[config.mk]
export PLATFORM = sky130hd
export DESIGN_NAME = centered_moving_average_2d
export DESIGN_NICKNAME = d
export VERILOG_FILES = /design/src/hw/rtl/cmav_pkg.sv /design/src/hw/rtl/centered_moving_average_2d.sv /design/src/hw/rtl/cmav_front.sv /design/src/hw/rtl/cmav_queue.sv /design/src/hw/rtl/cmav_back.sv
export SDC_FILE = /design/constraint.sdc
export NUM_CORES = 2
export LEC_CHECK = 0
export ABC_AREA = 1
export BUFFER_PORTS_ARGS = -buffer_cell sky130_fd_sc_hd__buf_2
export CELL_PAD_IN_SITES_DETAIL_PLACEMENT = 1
export CELL_PAD_IN_SITES_GLOBAL_PLACEMENT = 1
export CORE_MARGIN = 10
export CORE_UTILIZATION = 45
export DETAILED_ROUTE_END_ITERATION = 6
export GPL_TIMING_DRIVEN = 0
export HOLD_SLACK_MARGIN = 0.05
export PLACE_DENSITY = 0.82
export SLEW_MARGIN = 20
export SYNTH_ARGS = -nofsm -noshare
export SYNTH_HDL_FRONTEND = slang
export SYNTH_HIERARCHICAL = 1
export SYNTH_SLANG_ARGS = --single-unit
[constraint.sdc]
create_clock -name clk -period 32.3 [get_ports clk]
set_clock_uncertainty 0.15 [all_clocks]
set_input_delay 1.615 -clock clk [delete_from_list [all_inputs] [get_ports clk]]
set_output_delay 1.615 -clock clk [all_outputs]
set_load 0.03 [all_outputs]
[src/hw/rtl/cmav_pkg.sv]
`timescale 1ns / 1ps
// ----------------------------------------------------------------------------
// cmav_pkg
// Shared constants and types of the centered moving-average filter.
// ----------------------------------------------------------------------------
package cmav_pkg;

  localparam int MAX_HALF_WIN = 8;
  localparam int LINE_DEPTH   = 2 * MAX_HALF_WIN + 1;
  localparam int COUNT_CAP    = 2 * MAX_HALF_WIN + 2;

  localparam int WORD_W = 32;
  localparam int SUM_W  = 37;
  localparam int HALF_W = 4;
  localparam logic [HALF_W-1:0] HALF_RESET = 4'd5;

  localparam int IDX_W = $clog2(LINE_DEPTH);
  localparam int WIN_W = $clog2(LINE_DEPTH + 1);
  localparam int CNT_W = $clog2(COUNT_CAP + 1);
  localparam int CMP_W = (HALF_W > IDX_W) ? HALF_W : IDX_W;
  localparam int REM_W = $clog2(2 * LINE_DEPTH);
  localparam int STEP_W = $clog2(SUM_W + 1);

  localparam int Q_DEPTH = 4;
  localparam int Q_PTR_W = $clog2(Q_DEPTH);
  localparam int Q_CNT_W = $clog2(Q_DEPTH + 1);

  // One result to produce: a raw point or a window sum to divide.
  typedef struct packed {
    logic                    averaged;
    logic                    last;
    logic [WIN_W-1:0]        win;
    logic signed [SUM_W-1:0] val_x;
    logic signed [SUM_W-1:0] val_y;
  } job_t;

  typedef struct packed {
    logic valid;
    job_t job;
  } push_t;

endpackage

[src/hw/rtl/centered_moving_average_2d.sv]
`timescale 1ns / 1ps
// ----------------------------------------------------------------------------
// centered_moving_average_2d
// Centered moving average of a stream of signed Q16.16 2D points.
// ----------------------------------------------------------------------------
// Usage:
//   Input channel (in_valid / in_stall) carries one point per transfer with
//   seq_last on the final point of a sequence. Output channel (out_valid /
//   out_stall) carries one result per transfer: the window mean or the raw
//   point, was_averaged, and out_last on the final result of a sequence.
//   The configuration channel (cfg_valid / cfg_ready) writes half_window;
//   a write also drops any unfinished sequence. Write it only while idle.
// Flow:
//   The front takes no new point while it issues the jobs of the last one
//   (none until more than min(half_window, 8) points are in, one for a later
//   point, and up to min(half_window, 8)+1 for the last point of a sequence).
//   A raw result passes through the job queue to the output register; an
//   averaged result also passes through the 37-step bit-serial divider,
//   and the back end takes no new job until that result is loaded.
//   A 4-entry job queue lets the front keep taking points meanwhile.
// Reset:
//   rst (synchronous) sets half_window to 5, clears the point count, sums
//   and queue. The delay line holds no reset value; unread entries are
//   gated by the point count. A stall on the output holds the result in
//   place; the back end then waits and the queue fills, stalling the input.
// ----------------------------------------------------------------------------
module centered_moving_average_2d (
  input  logic                               clk,
  input  logic                               rst,
  input  logic                               in_valid,
  output logic                               in_stall,
  input  logic signed [cmav_pkg::WORD_W-1:0] sample_x,
  input  logic signed [cmav_pkg::WORD_W-1:0] sample_y,
  input  logic                               seq_last,
  input  logic                               cfg_valid,
  output logic                               cfg_ready,
  input  logic [cmav_pkg::HALF_W-1:0]        half_window,
  output logic                               out_valid,
  input  logic                               out_stall,
  output logic signed [cmav_pkg::WORD_W-1:0] smooth_x,
  output logic signed [cmav_pkg::WORD_W-1:0] smooth_y,
  output logic                               was_averaged,
  output logic                               out_last
);

  cmav_pkg::push_t push;
  cmav_pkg::job_t  head;
  logic            q_full;
  logic            q_valid;
  logic            q_pop;

  // Front: window bookkeeping, one job per result.
  cmav_front u_front (
    .clk         (clk),
    .rst         (rst),
    .in_valid    (in_valid),
    .in_stall    (in_stall),
    .sample_x    (sample_x),
    .sample_y    (sample_y),
    .seq_last    (seq_last),
    .cfg_valid   (cfg_valid),
    .cfg_ready   (cfg_ready),
    .half_window (half_window),
    .push        (push),
    .q_full      (q_full)
  );

  // Queue: decouple bookkeeping from the slow divider.
  cmav_queue u_queue (
    .clk        (clk),
    .rst        (rst),
    .push       (push),
    .full       (q_full),
    .pop        (q_pop),
    .head_valid (q_valid),
    .head       (head)
  );

  // Back: divide window sums, drive the output register.
  cmav_back u_back (
    .clk          (clk),
    .rst          (rst),
    .q_valid      (q_valid),
    .q_job        (head),
    .q_pop        (q_pop),
    .out_valid    (out_valid),
    .out_stall    (out_stall),
    .smooth_x     (smooth_x),
    .smooth_y     (smooth_y),
    .was_averaged (was_averaged),
    .out_last     (out_last)
  );

endmodule

[src/hw/rtl/cmav_front.sv]
`timescale 1ns / 1ps
// ----------------------------------------------------------------------------
// cmav_front
// Accepts points, keeps the delay line and running sums, and issues one
// job per result into the queue.
// ----------------------------------------------------------------------------
module cmav_front (
  input  logic                              clk,
  input  logic                              rst,
  input  logic                              in_valid,
  output logic                              in_stall,
  input  logic signed [cmav_pkg::WORD_W-1:0] sample_x,
  input  logic signed [cmav_pkg::WORD_W-1:0] sample_y,
  input  logic                              seq_last,
  input  logic                              cfg_valid,
  output logic                              cfg_ready,
  input  logic [cmav_pkg::HALF_W-1:0]       half_window,
  output cmav_pkg::push_t                   push,
  input  logic                              q_full
);

  typedef enum logic {F_IDLE, F_EMIT} fstate_t;

  fstate_t state;
  logic [cmav_pkg::HALF_W-1:0] half_win;
  logic [cmav_pkg::WORD_W-1:0] line_x [cmav_pkg::LINE_DEPTH];
  logic [cmav_pkg::WORD_W-1:0] line_y [cmav_pkg::LINE_DEPTH];
  logic [cmav_pkg::CNT_W-1:0]  points_seen;
  logic signed [cmav_pkg::SUM_W-1:0] sum_x, sum_y;
  logic [cmav_pkg::IDX_W-1:0]  k;
  logic                        seq_end;

  logic [cmav_pkg::IDX_W-1:0]  eff_h;
  logic [cmav_pkg::WIN_W-1:0]  win;
  logic [cmav_pkg::CNT_W-1:0]  n_next;
  logic [cmav_pkg::CNT_W-1:0]  n_less;
  logic [cmav_pkg::IDX_W-1:0]  rd_idx;
  logic [cmav_pkg::IDX_W-1:0]  top;
  logic [cmav_pkg::WORD_W-1:0] rd_x, rd_y;
  logic signed [cmav_pkg::SUM_W-1:0] sum_x_next, sum_y_next;
  logic signed [cmav_pkg::SUM_W-1:0] new_x, new_y, old_x, old_y;
  logic                        drop;
  logic                        avg_now;
  logic                        accept;

  always_comb begin
    eff_h = (cmav_pkg::CMP_W'(half_win) > cmav_pkg::CMP_W'(cmav_pkg::MAX_HALF_WIN)) ?
            cmav_pkg::IDX_W'(cmav_pkg::MAX_HALF_WIN) : cmav_pkg::IDX_W'(half_win);
    win    = cmav_pkg::WIN_W'({eff_h, 1'b0}) + cmav_pkg::WIN_W'(1);
    n_next = (points_seen < cmav_pkg::CNT_W'(cmav_pkg::COUNT_CAP)) ?
             points_seen + cmav_pkg::CNT_W'(1) : cmav_pkg::CNT_W'(cmav_pkg::COUNT_CAP);
    n_less = n_next - cmav_pkg::CNT_W'(1);
    top    = (n_less < cmav_pkg::CNT_W'(eff_h)) ? cmav_pkg::IDX_W'(n_less) : eff_h;

    // Idle: tap the point leaving the window; emitting: tap the result point.
    rd_idx = (state == F_IDLE) ? cmav_pkg::IDX_W'({eff_h, 1'b0}) : k;
    rd_x   = line_x[rd_idx];
    rd_y   = line_y[rd_idx];

    new_x = {{(cmav_pkg::SUM_W-cmav_pkg::WORD_W){sample_x[cmav_pkg::WORD_W-1]}}, sample_x};
    new_y = {{(cmav_pkg::SUM_W-cmav_pkg::WORD_W){sample_y[cmav_pkg::WORD_W-1]}}, sample_y};
    old_x = {{(cmav_pkg::SUM_W-cmav_pkg::WORD_W){rd_x[cmav_pkg::WORD_W-1]}}, rd_x};
    old_y = {{(cmav_pkg::SUM_W-cmav_pkg::WORD_W){rd_y[cmav_pkg::WORD_W-1]}}, rd_y};

    drop = n_next > cmav_pkg::CNT_W'(win);
    sum_x_next = sum_x + new_x - (drop ? old_x : '0);
    sum_y_next = sum_y + new_y - (drop ? old_y : '0);

    avg_now = (k == eff_h) && (points_seen >= cmav_pkg::CNT_W'(win));

    push.valid        = (state == F_EMIT);
    push.job.averaged = avg_now;
    push.job.last     = seq_end && (k == '0);
    push.job.win      = win;
    push.job.val_x    = avg_now ? sum_x : old_x;
    push.job.val_y    = avg_now ? sum_y : old_y;

    cfg_ready = (state == F_IDLE);
    in_stall  = (state != F_IDLE) || cfg_valid;
    accept    = in_valid && !in_stall;
  end

  always_ff @(posedge clk) begin
    if (rst) begin
      state       <= F_IDLE;
      half_win    <= cmav_pkg::HALF_RESET;
      points_seen <= '0;
      sum_x       <= '0;
      sum_y       <= '0;
      k           <= '0;
      seq_end     <= 1'b0;
    end else begin
      case (state)
        F_IDLE: begin
          if (cfg_valid) begin
            half_win    <= half_window;
            points_seen <= '0;
            sum_x       <= '0;
            sum_y       <= '0;
          end else if (accept) begin
            sum_x       <= sum_x_next;
            sum_y       <= sum_y_next;
            points_seen <= n_next;
            seq_end     <= seq_last;
            for (int i = cmav_pkg::LINE_DEPTH - 1; i > 0; i--) begin
              line_x[i] <= line_x[i-1];
              line_y[i] <= line_y[i-1];
            end
            line_x[0] <= sample_x;
            line_y[0] <= sample_y;
            if (seq_last) begin
              k     <= top;
              state <= F_EMIT;
            end else if (n_next > cmav_pkg::CNT_W'(eff_h)) begin
              k     <= eff_h;
              state <= F_EMIT;
            end
          end
        end
        F_EMIT: begin
          if (!q_full) begin
            if (seq_end && (k != '0)) begin
              k <= k - cmav_pkg::IDX_W'(1);
            end else begin
              state <= F_IDLE;
              if (seq_end) begin
                points_seen <= '0;
                sum_x       <= '0;
                sum_y       <= '0;
              end
            end
          end
        end
        default: begin
          state <= F_IDLE;
        end
      endcase
    end
  end

  a_last_flushes: assert property (@(posedge clk) disable iff (rst)
    accept && seq_last |=> state == F_EMIT)
    else $error("last point did not start a flush");

  a_count_cap: assert property (@(posedge clk) disable iff (rst)
    points_seen <= cmav_pkg::CNT_W'(cmav_pkg::COUNT_CAP))
    else $error("point count beyond cap");

  a_flush_clears: assert property (@(posedge clk) disable iff (rst)
    state == F_EMIT && seq_end && k == '0 && !q_full |=> points_seen == '0)
    else $error("sequence state not cleared after flush");

endmodule

[src/hw/rtl/cmav_queue.sv]
`timescale 1ns / 1ps
// ----------------------------------------------------------------------------
// cmav_queue
// Short job queue between the front and the divider back end.
// ----------------------------------------------------------------------------
module cmav_queue (
  input  logic            clk,
  input  logic            rst,
  input  cmav_pkg::push_t push,
  output logic            full,
  input  logic            pop,
  output logic            head_valid,
  output cmav_pkg::job_t  head
);

  cmav_pkg::job_t mem [cmav_pkg::Q_DEPTH];
  logic [cmav_pkg::Q_PTR_W-1:0] wr_ptr, rd_ptr;
  logic [cmav_pkg::Q_CNT_W-1:0] count;
  logic do_push, do_pop;

  always_comb begin
    full       = (count == cmav_pkg::Q_CNT_W'(cmav_pkg::Q_DEPTH));
    head_valid = (count != '0);
    head       = mem[rd_ptr];
    do_push    = push.valid && !full;
    do_pop     = pop && head_valid;
  end

  always_ff @(posedge clk) begin
    if (do_push) begin
      mem[wr_ptr] <= push.job;
    end
  end

  always_ff @(posedge clk) begin
    if (rst) begin
      wr_ptr <= '0;
      rd_ptr <= '0;
      count  <= '0;
    end else begin
      if (do_push) begin
        wr_ptr <= (wr_ptr == cmav_pkg::Q_PTR_W'(cmav_pkg::Q_DEPTH - 1)) ?
                  '0 : wr_ptr + cmav_pkg::Q_PTR_W'(1);
      end
      if (do_pop) begin
        rd_ptr <= (rd_ptr == cmav_pkg::Q_PTR_W'(cmav_pkg::Q_DEPTH - 1)) ?
                  '0 : rd_ptr + cmav_pkg::Q_PTR_W'(1);
      end
      case ({do_push, do_pop})
        2'b10:   count <= count + cmav_pkg::Q_CNT_W'(1);
        2'b01:   count <= count - cmav_pkg::Q_CNT_W'(1);
        default: count <= count;
      endcase
    end
  end

  a_count_bound: assert property (@(posedge clk) disable iff (rst)
    count <= cmav_pkg::Q_CNT_W'(cmav_pkg::Q_DEPTH))
    else $error("queue count overflow");

  a_pop_nonempty: assert property (@(posedge clk) disable iff (rst)
    pop |-> head_valid)
    else $error("pop from empty queue");

  a_count_track: assert property (@(posedge clk) disable iff (rst)
    do_push && !do_pop |=> count == $past(count) + cmav_pkg::Q_CNT_W'(1))
    else $error("queue count lost a push");

endmodule

[src/hw/rtl/cmav_back.sv]
`timescale 1ns / 1ps
// ----------------------------------------------------------------------------
// cmav_back
// Takes jobs from the queue, divides window sums by the window length one
// quotient bit per cycle, and holds each result in the output register.
// ----------------------------------------------------------------------------
module cmav_back (
  input  logic                               clk,
  input  logic                               rst,
  input  logic                               q_valid,
  input  cmav_pkg::job_t                     q_job,
  output logic                               q_pop,
  output logic                               out_valid,
  input  logic                               out_stall,
  output logic signed [cmav_pkg::WORD_W-1:0] smooth_x,
  output logic signed [cmav_pkg::WORD_W-1:0] smooth_y,
  output logic                               was_averaged,
  output logic                               out_last
);

  typedef enum logic [1:0] {B_IDLE, B_DIV, B_SEND} bstate_t;

  bstate_t state;
  logic [cmav_pkg::REM_W-1:0]  rem_x, rem_y;
  logic [cmav_pkg::SUM_W-1:0]  quo_x, quo_y;
  logic                        neg_x, neg_y;
  logic [cmav_pkg::WIN_W-1:0]  win;
  logic                        job_last;
  logic [cmav_pkg::STEP_W-1:0] step;

  logic out_free;
  logic load_out;
  logic [cmav_pkg::REM_W-1:0] sh_x, sh_y, rem_x_next, rem_y_next;
  logic ge_x, ge_y;
  logic [cmav_pkg::SUM_W-1:0] mag_x, mag_y, res_x, res_y;

  always_comb begin
    out_free = !out_valid || !out_stall;

    sh_x = {rem_x[cmav_pkg::REM_W-2:0], quo_x[cmav_pkg::SUM_W-1]};
    sh_y = {rem_y[cmav_pkg::REM_W-2:0], quo_y[cmav_pkg::SUM_W-1]};
    ge_x = sh_x >= cmav_pkg::REM_W'(win);
    ge_y = sh_y >= cmav_pkg::REM_W'(win);
    rem_x_next = ge_x ? sh_x - cmav_pkg::REM_W'(win) : sh_x;
    rem_y_next = ge_y ? sh_y - cmav_pkg::REM_W'(win) : sh_y;

    mag_x = q_job.val_x[cmav_pkg::SUM_W-1] ? '0 - q_job.val_x : q_job.val_x;
    mag_y = q_job.val_y[cmav_pkg::SUM_W-1] ? '0 - q_job.val_y : q_job.val_y;
    res_x = neg_x ? '0 - quo_x : quo_x;
    res_y = neg_y ? '0 - quo_y : quo_y;

    q_pop = (state == B_IDLE) && q_valid && (q_job.averaged || out_free);

    // Load the output register with a raw job or a finished quotient.
    load_out = out_free && (((state == B_IDLE) && q_valid && !q_job.averaged) ||
                            (state == B_SEND));
  end

  always_ff @(posedge clk) begin
    if (rst) begin
      state     <= B_IDLE;
      out_valid <= 1'b0;
      step      <= '0;
    end else begin
      if (load_out) begin
        out_valid <= 1'b1;
      end else if (!out_stall) begin
        out_valid <= 1'b0;
      end
      case (state)
        B_IDLE: begin
          if (q_valid) begin
            if (q_job.averaged) begin
              rem_x    <= '0;
              rem_y    <= '0;
              quo_x    <= mag_x;
              quo_y    <= mag_y;
              neg_x    <= q_job.val_x[cmav_pkg::SUM_W-1];
              neg_y    <= q_job.val_y[cmav_pkg::SUM_W-1];
              win      <= q_job.win;
              job_last <= q_job.last;
              step     <= '0;
              state    <= B_DIV;
            end else if (out_free) begin
              smooth_x     <= q_job.val_x[cmav_pkg::WORD_W-1:0];
              smooth_y     <= q_job.val_y[cmav_pkg::WORD_W-1:0];
              was_averaged <= 1'b0;
              out_last     <= q_job.last;
            end
          end
        end
        B_DIV: begin
          rem_x <= rem_x_next;
          rem_y <= rem_y_next;
          quo_x <= {quo_x[cmav_pkg::SUM_W-2:0], ge_x};
          quo_y <= {quo_y[cmav_pkg::SUM_W-2:0], ge_y};
          step  <= step + cmav_pkg::STEP_W'(1);
          if (step == cmav_pkg::STEP_W'(cmav_pkg::SUM_W - 1)) begin
            state <= B_SEND;
          end
        end
        B_SEND: begin
          if (out_free) begin
            smooth_x     <= res_x[cmav_pkg::WORD_W-1:0];
            smooth_y     <= res_y[cmav_pkg::WORD_W-1:0];
            was_averaged <= 1'b1;
            out_last     <= job_last;
            state        <= B_IDLE;
          end
        end
        default: begin
          state <= B_IDLE;
        end
      endcase
    end
  end

  a_step_bound: assert property (@(posedge clk) disable iff (rst)
    state == B_DIV |-> step < cmav_pkg::STEP_W'(cmav_pkg::SUM_W))
    else $error("divider ran past its last step");

  a_send_loads: assert property (@(posedge clk) disable iff (rst)
    state == B_SEND && out_free |=> out_valid && was_averaged)
    else $error("averaged result not loaded");

  a_no_pop_busy: assert property (@(posedge clk) disable iff (rst)
    q_pop |-> state == B_IDLE)
    else $error("job taken while divider busy");

endmodule
---- After elaboration in Yosys (flattened, before gate mapping) ----
Memory sizes are Yosys's and may differ from the RTL's. A register that Yosys moved wholly into a read port is not among the register bits.
Index checks and enable logic that the tools add are counted.
W data, S select, Z words.
word-level totals
  bits of input ports ..................... 74
  output and inout bits ................... 69
  memory bits (writable) .................. 1412
  memories kept ........................... 3
  register bits after elaboration ......... 264
  word-level logic and storage cells ...... 210
cells by class
  $add $sub $neg .......................... 19
  bitwise gates (word level) .............. 3
  reductions and logical operators ........ 35
  mux-type cells .......................... 93
  order comparisons ....................... 8
  equal/unequal tests ..................... 24
memory list
  name            words  width  rd ports  clocked after memory_dff  write ports  RTL line          RTL
  u_front.line_x  17     32     17        0                         17           cmav_front.sv:26  logic [cmav_pkg::WORD_W-1:0] line_x [cmav_pkg::LINE_DEPTH];
  u_front.line_y  17     32     17        0                         17           cmav_front.sv:27  logic [cmav_pkg::WORD_W-1:0] line_y [cmav_pkg::LINE_DEPTH];
  u_queue.mem     4      81     1         1                         1            cmav_queue.sv:16  cmav_pkg::job_t mem [cmav_pkg::Q_DEPTH];
operators by type and width
  kind                     count
  $mux W37                 17
  $mux W32                 10
  $pmux W37 S2             4
  $pmux W32 S2             2
  $mux W5                  16
  $add A37 B37 Y37         2
  $sub A1 B37 Y37 const A  2
  $sub A37 B37 Y37         2
  $sub A1 B32 Y32 const A  2
  $pmux W5 S2              4
  $mux W1                  23
  $mux W2                  8
  $reduce_and A4 Y1        4
  $ne A2 B1 Y1 const B     7
  $ge A6 B5 Y1             2
  $mux W6                  2
  $ne A2 B2 Y1 const B     6
  $pmux W6 S2              1
  $add A5 B1 Y5 const B    2
  $gt A5 B5 Y1             2
  $logic_and A1 B1 Y1      10
  $sub A5 B1 Y5 const B    2
  $sub A5 B5 Y5            2
  $eq A2 B2 Y1 const B     4
  other kinds (29)         46

---- Longest topological paths before layout ----
  depth after elaboration ................. 9
  gate-level depth with buffers ........... 29
  mapped depth without buffers ............ 28

---- Hierarchy ----
Netlist, hierarchy kept.
by module, submodules not included
  module      seq. area each (um^2)  times used  cells an instance  area an instance (um^2)
  cmav_front  34473.1                1           5888               56449.1
  cmav_queue  9909.5                 1           854                12584.6
  cmav_back   4924.7                 1           1518               11378.4

---- Worst setup path before layout ----
No wires, ideal clock.
  path kind ............................... input-to-reg
  start point ............................. in cfg_valid
  end point ............................... reg u_front/points_seen[0] (netlist name)
  stages .................................. 8
  arrival ................................. 33754 ps
  path buffers ............................ 1
  setup time .............................. 191 ps
  required time ........................... 31959 ps
  path slack .............................. -1795 ps
  cells stage by stage .................... nor2_1 -> inv_1 -> nor2_1 -> inv_1 -> clkbuf_1 -> nor2_2 -> inv_1 -> o32ai_1
on the way
  longest elaborated chain between the ends .. 5
  elaborated cells on any way between the ends .. 7
  classes of those cells .................. eq/ne: 1; mux: 2; reduce/logical: 4
ends and longest elaborated chain
  element                      RTL line                          RTL
  start, declared              centered_moving_average_2d.sv:35  input logic cfg_valid,
  $logic_or A1 B1 Y1           cmav_front.sv:79                  in_stall = (state != F_IDLE) || cfg_valid;
  via in_stall                 centered_moving_average_2d.sv:31  output logic in_stall,
  $logic_not A1 Y1             cmav_front.sv:80                  accept = in_valid && !in_stall;
  $logic_and A1 B1 Y1          cmav_front.sv:80
  $ne A3 B2 Y1 (no line)       n/a
  $reduce_and A4 Y1 (no line)  n/a
  end signal, assigned         cmav_front.sv:103                 points_seen <= n_next;
  end, declared                cmav_front.sv:28                  logic [cmav_pkg::CNT_W-1:0] points_seen;
The timed path passes the listed nets, and every way through them passes these cells.
A chain may end at the register's enable or synchronous reset.

---- Final worst setup path ----
  start point ............................. reg u_front/half_win[3] (netlist name)
  end point ............................... reg u_front/sum_x[30] (netlist name)
on the way
  longest elaborated chain between the ends .. 9
  elaborated cells on any way between the ends .. 11
  classes of those cells .................. add/sub: 2; order compare: 2; mux: 6; memory: 1
ends and longest elaborated chain
  element                                          RTL line                            RTL
  start, declared                                  cmav_front.sv:25                    logic [cmav_pkg::HALF_W-1:0] half_win;
  start signal, assigned                           cmav_front.sv:86                    half_win <= cmav_pkg::HALF_RESET;
  start signal, assigned                           cmav_front.sv:96                    half_win <= half_window;
  $gt A4 B4 Y1                                     cmav_front.sv:47                    eff_h = (cmav_pkg::CMP_W'(half_win) > cmav_pkg::CMP_W'(cmav_pkg::MAX_HALF_WIN)) ?
  $mux W4 *                                        cmav_front.sv:47
  $add A5 B1 Y5 or $mux W5 (tied branches)         cmav_front.sv:49, cmav_front.sv:56
  $gt A5 B5 Y1 or $mem_v2 Z17 W32 (tied branches)  n/a
  $mux W37 *                                       cmav_front.sv:66                    sum_x_next = sum_x + new_x - (drop ? old_x : '0);
  $sub A37 B37 Y37 *                               cmav_front.sv:66
  $mux W37 *                                       cmav_front.sv:100                   end else if (accept) begin
  $mux W37 *                                       cmav_front.sv:95                    if (cfg_valid) begin
  $pmux W37 S2 *                                   cmav_front.sv:93                    case (state)
  end signal, assigned                             cmav_front.sv:101                   sum_x <= sum_x_next;
  end, declared                                    cmav_front.sv:29                    logic signed [cmav_pkg::SUM_W-1:0] sum_x, sum_y;
Every way passes the cells marked *; elsewhere a longest branch is shown, timed or not. The select of a mux whose other input is x is not followed.

==> out/metrics.yaml <==
status:
  status: "finished clean"
worst_setup_path:
  path_max_fanout: 10
  cp-start-kind: "flop"
  crit_type: "flop to flop"
  cp.required_ns: 32.92
  critPathLaunch: "u_front/half_win[3]"
  critical_path_arrival_ns: 6.66
  timing.rr.start: "u_front/half_win[3]"
  critPathCaptureType: "flop"
pwr:
  total_power_w: 0.00553
  power-per-cell-area_nw_per_um2: 60.6
  ir_worst_vdd_v: 0.0000542
  p_leak_nw: 35.8
global_routing:
  track_usage: 0.284
  grt_pass1_vias: 67985
  grt_use_met1: 0.379
  grt_pass1_wl_mm: 427
  gr-total-overflow: 0
  antenna_found_initial: 21
  met2_usage: 0.458
  grt_max_degree: 63
  busiest_layer: "met2"
  use_met3: 0.0402
synthesis:
  synthMuxAreaShare: 0
  synth_cells: 8260
  synthAdderAreaFrac: 0.0369
  ys_seq_elements: 1678
  synth_area_um2: 80400
  async_flop_share: 0
  synth_compound_area_frac: 0.0686
  ys.flop_type: "edfxtp_1"
  avgSynthCellArea_um2: 9.74
  yosysTopAreaCell: "edfxtp_1"
  synth_top_cell_area_share: 0.586
  synth_edf_count: 1570
  synth_nets: 8526
  synth_top_family_by_area: "simple AND/OR/NAND/NOR gates"
  yosysWarningCount: 6
  synth_simple_gate_area_frac: 0.217
  synth_xor_area_frac: 0.00697
  yosysSeqAreaShare: 0.613
  synth_area_leaders: "edfxtp_1 (59%), nand2_1 (13%), nand3_1 (4.7%), o21ai_0 (3.3%), inv_1 (3.2%)"
  synth_cell_types: 61
drt:
  wl_per_cell_um: 25.7
  via_per_inst: 5.82
  drc: 0
  dr.pass1.iters: 5
  drt_wl_total_mm: 286
  ant_nets: 0
  vias: 64953
  detail_route.iter0.violations: 7051
timing:
  slew_headroom: 0.221
  period_needed_ns: 6.04
  hold_viol_final: 0
  setup_viol: 0
  rsz0062_at_grt: "no"
  slew_violations: 0
  clock.fmax_mhz: 165
  fin_setup_tns_ns: 0
  period_share: 0.187
  tightest_slew_ns: 1.17
  fin_ws_ns: 26.26
finish:
  fillers: 19983
  nets: 8919
  regArea_um2: 49300
  drive_gt1_frac: 0.0953
  multi_input_area_um2: 26600
  finish.utilization: 0.513
  area_delta_synth_final_pct: 13.6
clocking:
  htree_levels: 4
  postCtsSetupBuffers: 0
  cts-resized-gates: 0
  cts_tree: "yes"
  clockRootBuffer: "clkbuf_16"
  clock_path_buffers: 3
  cts_sinks: 1678
  cts.clk_slew.worst_paths_ns: 0.06
  cts-hold-fix-buffers: 0
  clk_latency_ns: 0.89
  cts_buffers: 182
placed_design:
  port-buffer-count: 142
  dp_hpwl_mm: 211
  pre_cts_slack_ns: 25.71
  gp_congestion: 0.928
die:
  coreArea_um2: 178000
  start_util: 0.452
  io_pins: 143
  die_h_um: 443
  rows: 155
  die_w_um: 443
  dieArea_um2: 196000
worst_hold_path:
  hold_class: "flop to flop"
  hold_start: "u_front/line_y[5][4]"
run:
  maxCapViolations: 0
-- registers in the layout, indices dropped and copies added (netlist names), 2 cells and up, named ones only --
register             count
u_queue/wr_ptr           2
u_queue/count            3
u_back/rem_x             5
u_front/k                5
u_back/rem_y             5
u_back/win               5
u_front/line_y         544
u_back/smooth_x         32
u_front/line_x         544
u_front/sum_y           37
u_back/state             2
u_front/half_win         4
u_back/quo_x            37
u_back/smooth_y         32
u_back/step              6
u_queue/rd_ptr           2
u_queue/mem            324
u_front/sum_x           37
u_back/quo_y            37
u_front/points_seen      5
-- worst paths after layout --
path	cells after the start	to	slack, ns
hold reg to reg	0	u_front/line_y[6][4]	0.22
hold / removal	0	u_front/line_y[6][4]	0.22
setup reg to reg	25	u_front/sum_x[30]	26.26
setup / recovery	25	u_front/sum_x[30]	26.26
-- layout by cell type (no fill, tap or decap), drive strengths merged, types with 20 or more instances in the layout --
cell type,instances
clkbuf,414
nand3,754
edfxtp,1570
o21ai,681
xor2,42
or2,78
clkinv,65
xnor2,22
nand3b,24
nor3,20
a21oi,199
o22ai,82
nor2,590
o211ai,27
nand4,49
nand2,2699
buf,404
fa,75
inv,709
ha,117
dfxtp,108
-- kinds of logic (layout without fill, tap and decap cells) --
logic type,Yosys count,count (layout)
other cells,1,11
xor+xnor,64,64
simple gates,4216,4216
fa+ha+maj,192,192
compound gates,1033,1033
flops,1678,1678
buf+inv,1076,1608
-- where the power goes --
group	total, W	switching (W)	internal [W]	leakage [nW]
Combinational	0.000969	0.000709	0.000260	17.9
Clock	0.00204	0.000922	0.00112	2.74
Sequential	0.00253	0.0000430	0.00248	15.2
Total	0.00553	0.00167	0.00386	35.8
-- metrics by stage --
step           hold WS (ns)  std cells  instance area (µm²)
2_1_floorplan         0.277       8260                80400
3_3_place_gp          0.278      10757                84100
3_5_place_dp          0.283      10824                85600
4_1_cts               0.225      11147                91300
5_1_grt               0.244      11151                91400
6_report              0.223      11157                91400
-- layout make-up --
type                       instances  area share
sequential                      1678       0.540
multi-input combinational       5506       0.291
clock buffer                     237      0.0532
tap                             2355      0.0322
inverter                         704      0.0291
timing repair buffer             209      0.0242
buffer                           372      0.0210
clock inverter                    86     0.00938
antenna                           10    0.000274
-- critical path: stages, from the launching register on --
cell and delay [ns]:
dfxtp_1 0.54, inv_4 0.12, nand2_2 0.22, nor2_1 0.11, a21oi_2 0.47, buf_2 0.56
buf_2 0.37, nand2_1 0.10, nand3_1 0.13, nand3_1 0.09, nand2_1 0.24, nor2_1 0.10
fa_1 0.48, inv_1 0.05, ha_1 0.33, nand2_1 0.20, inv_1 0.06, a21oi_1 0.37
nand3_1 0.35, nand2_1 0.14, nand2_1 0.14, nand2_1 0.22, nand2_1 0.10, nand2_1 0.08
nand3_1 0.07, a21oi_1 0.18
-- cells in the mapped netlist, drive strengths merged, types with 82 or more instances --
library cell	number
a21oi	199
buf	195
clkbuf	177
dfxtp	108
edfxtp	1570
ha	117
inv	701
nand2	2699
nand3	754
nor2	590
o21ai	681
o22ai	82
-- routing by layer --
| metal | wire length, µm | part of all wire |
|---|---|---|
| met1 | 119000 | 0.41 |
| met2 | 134000 | 0.47 |
| met3 | 20300 | 0.071 |
| met4 | 13800 | 0.048 |
| met5 | 13 | 0.000045 |
No activity file was read; power rests on OpenSTA's default activity.
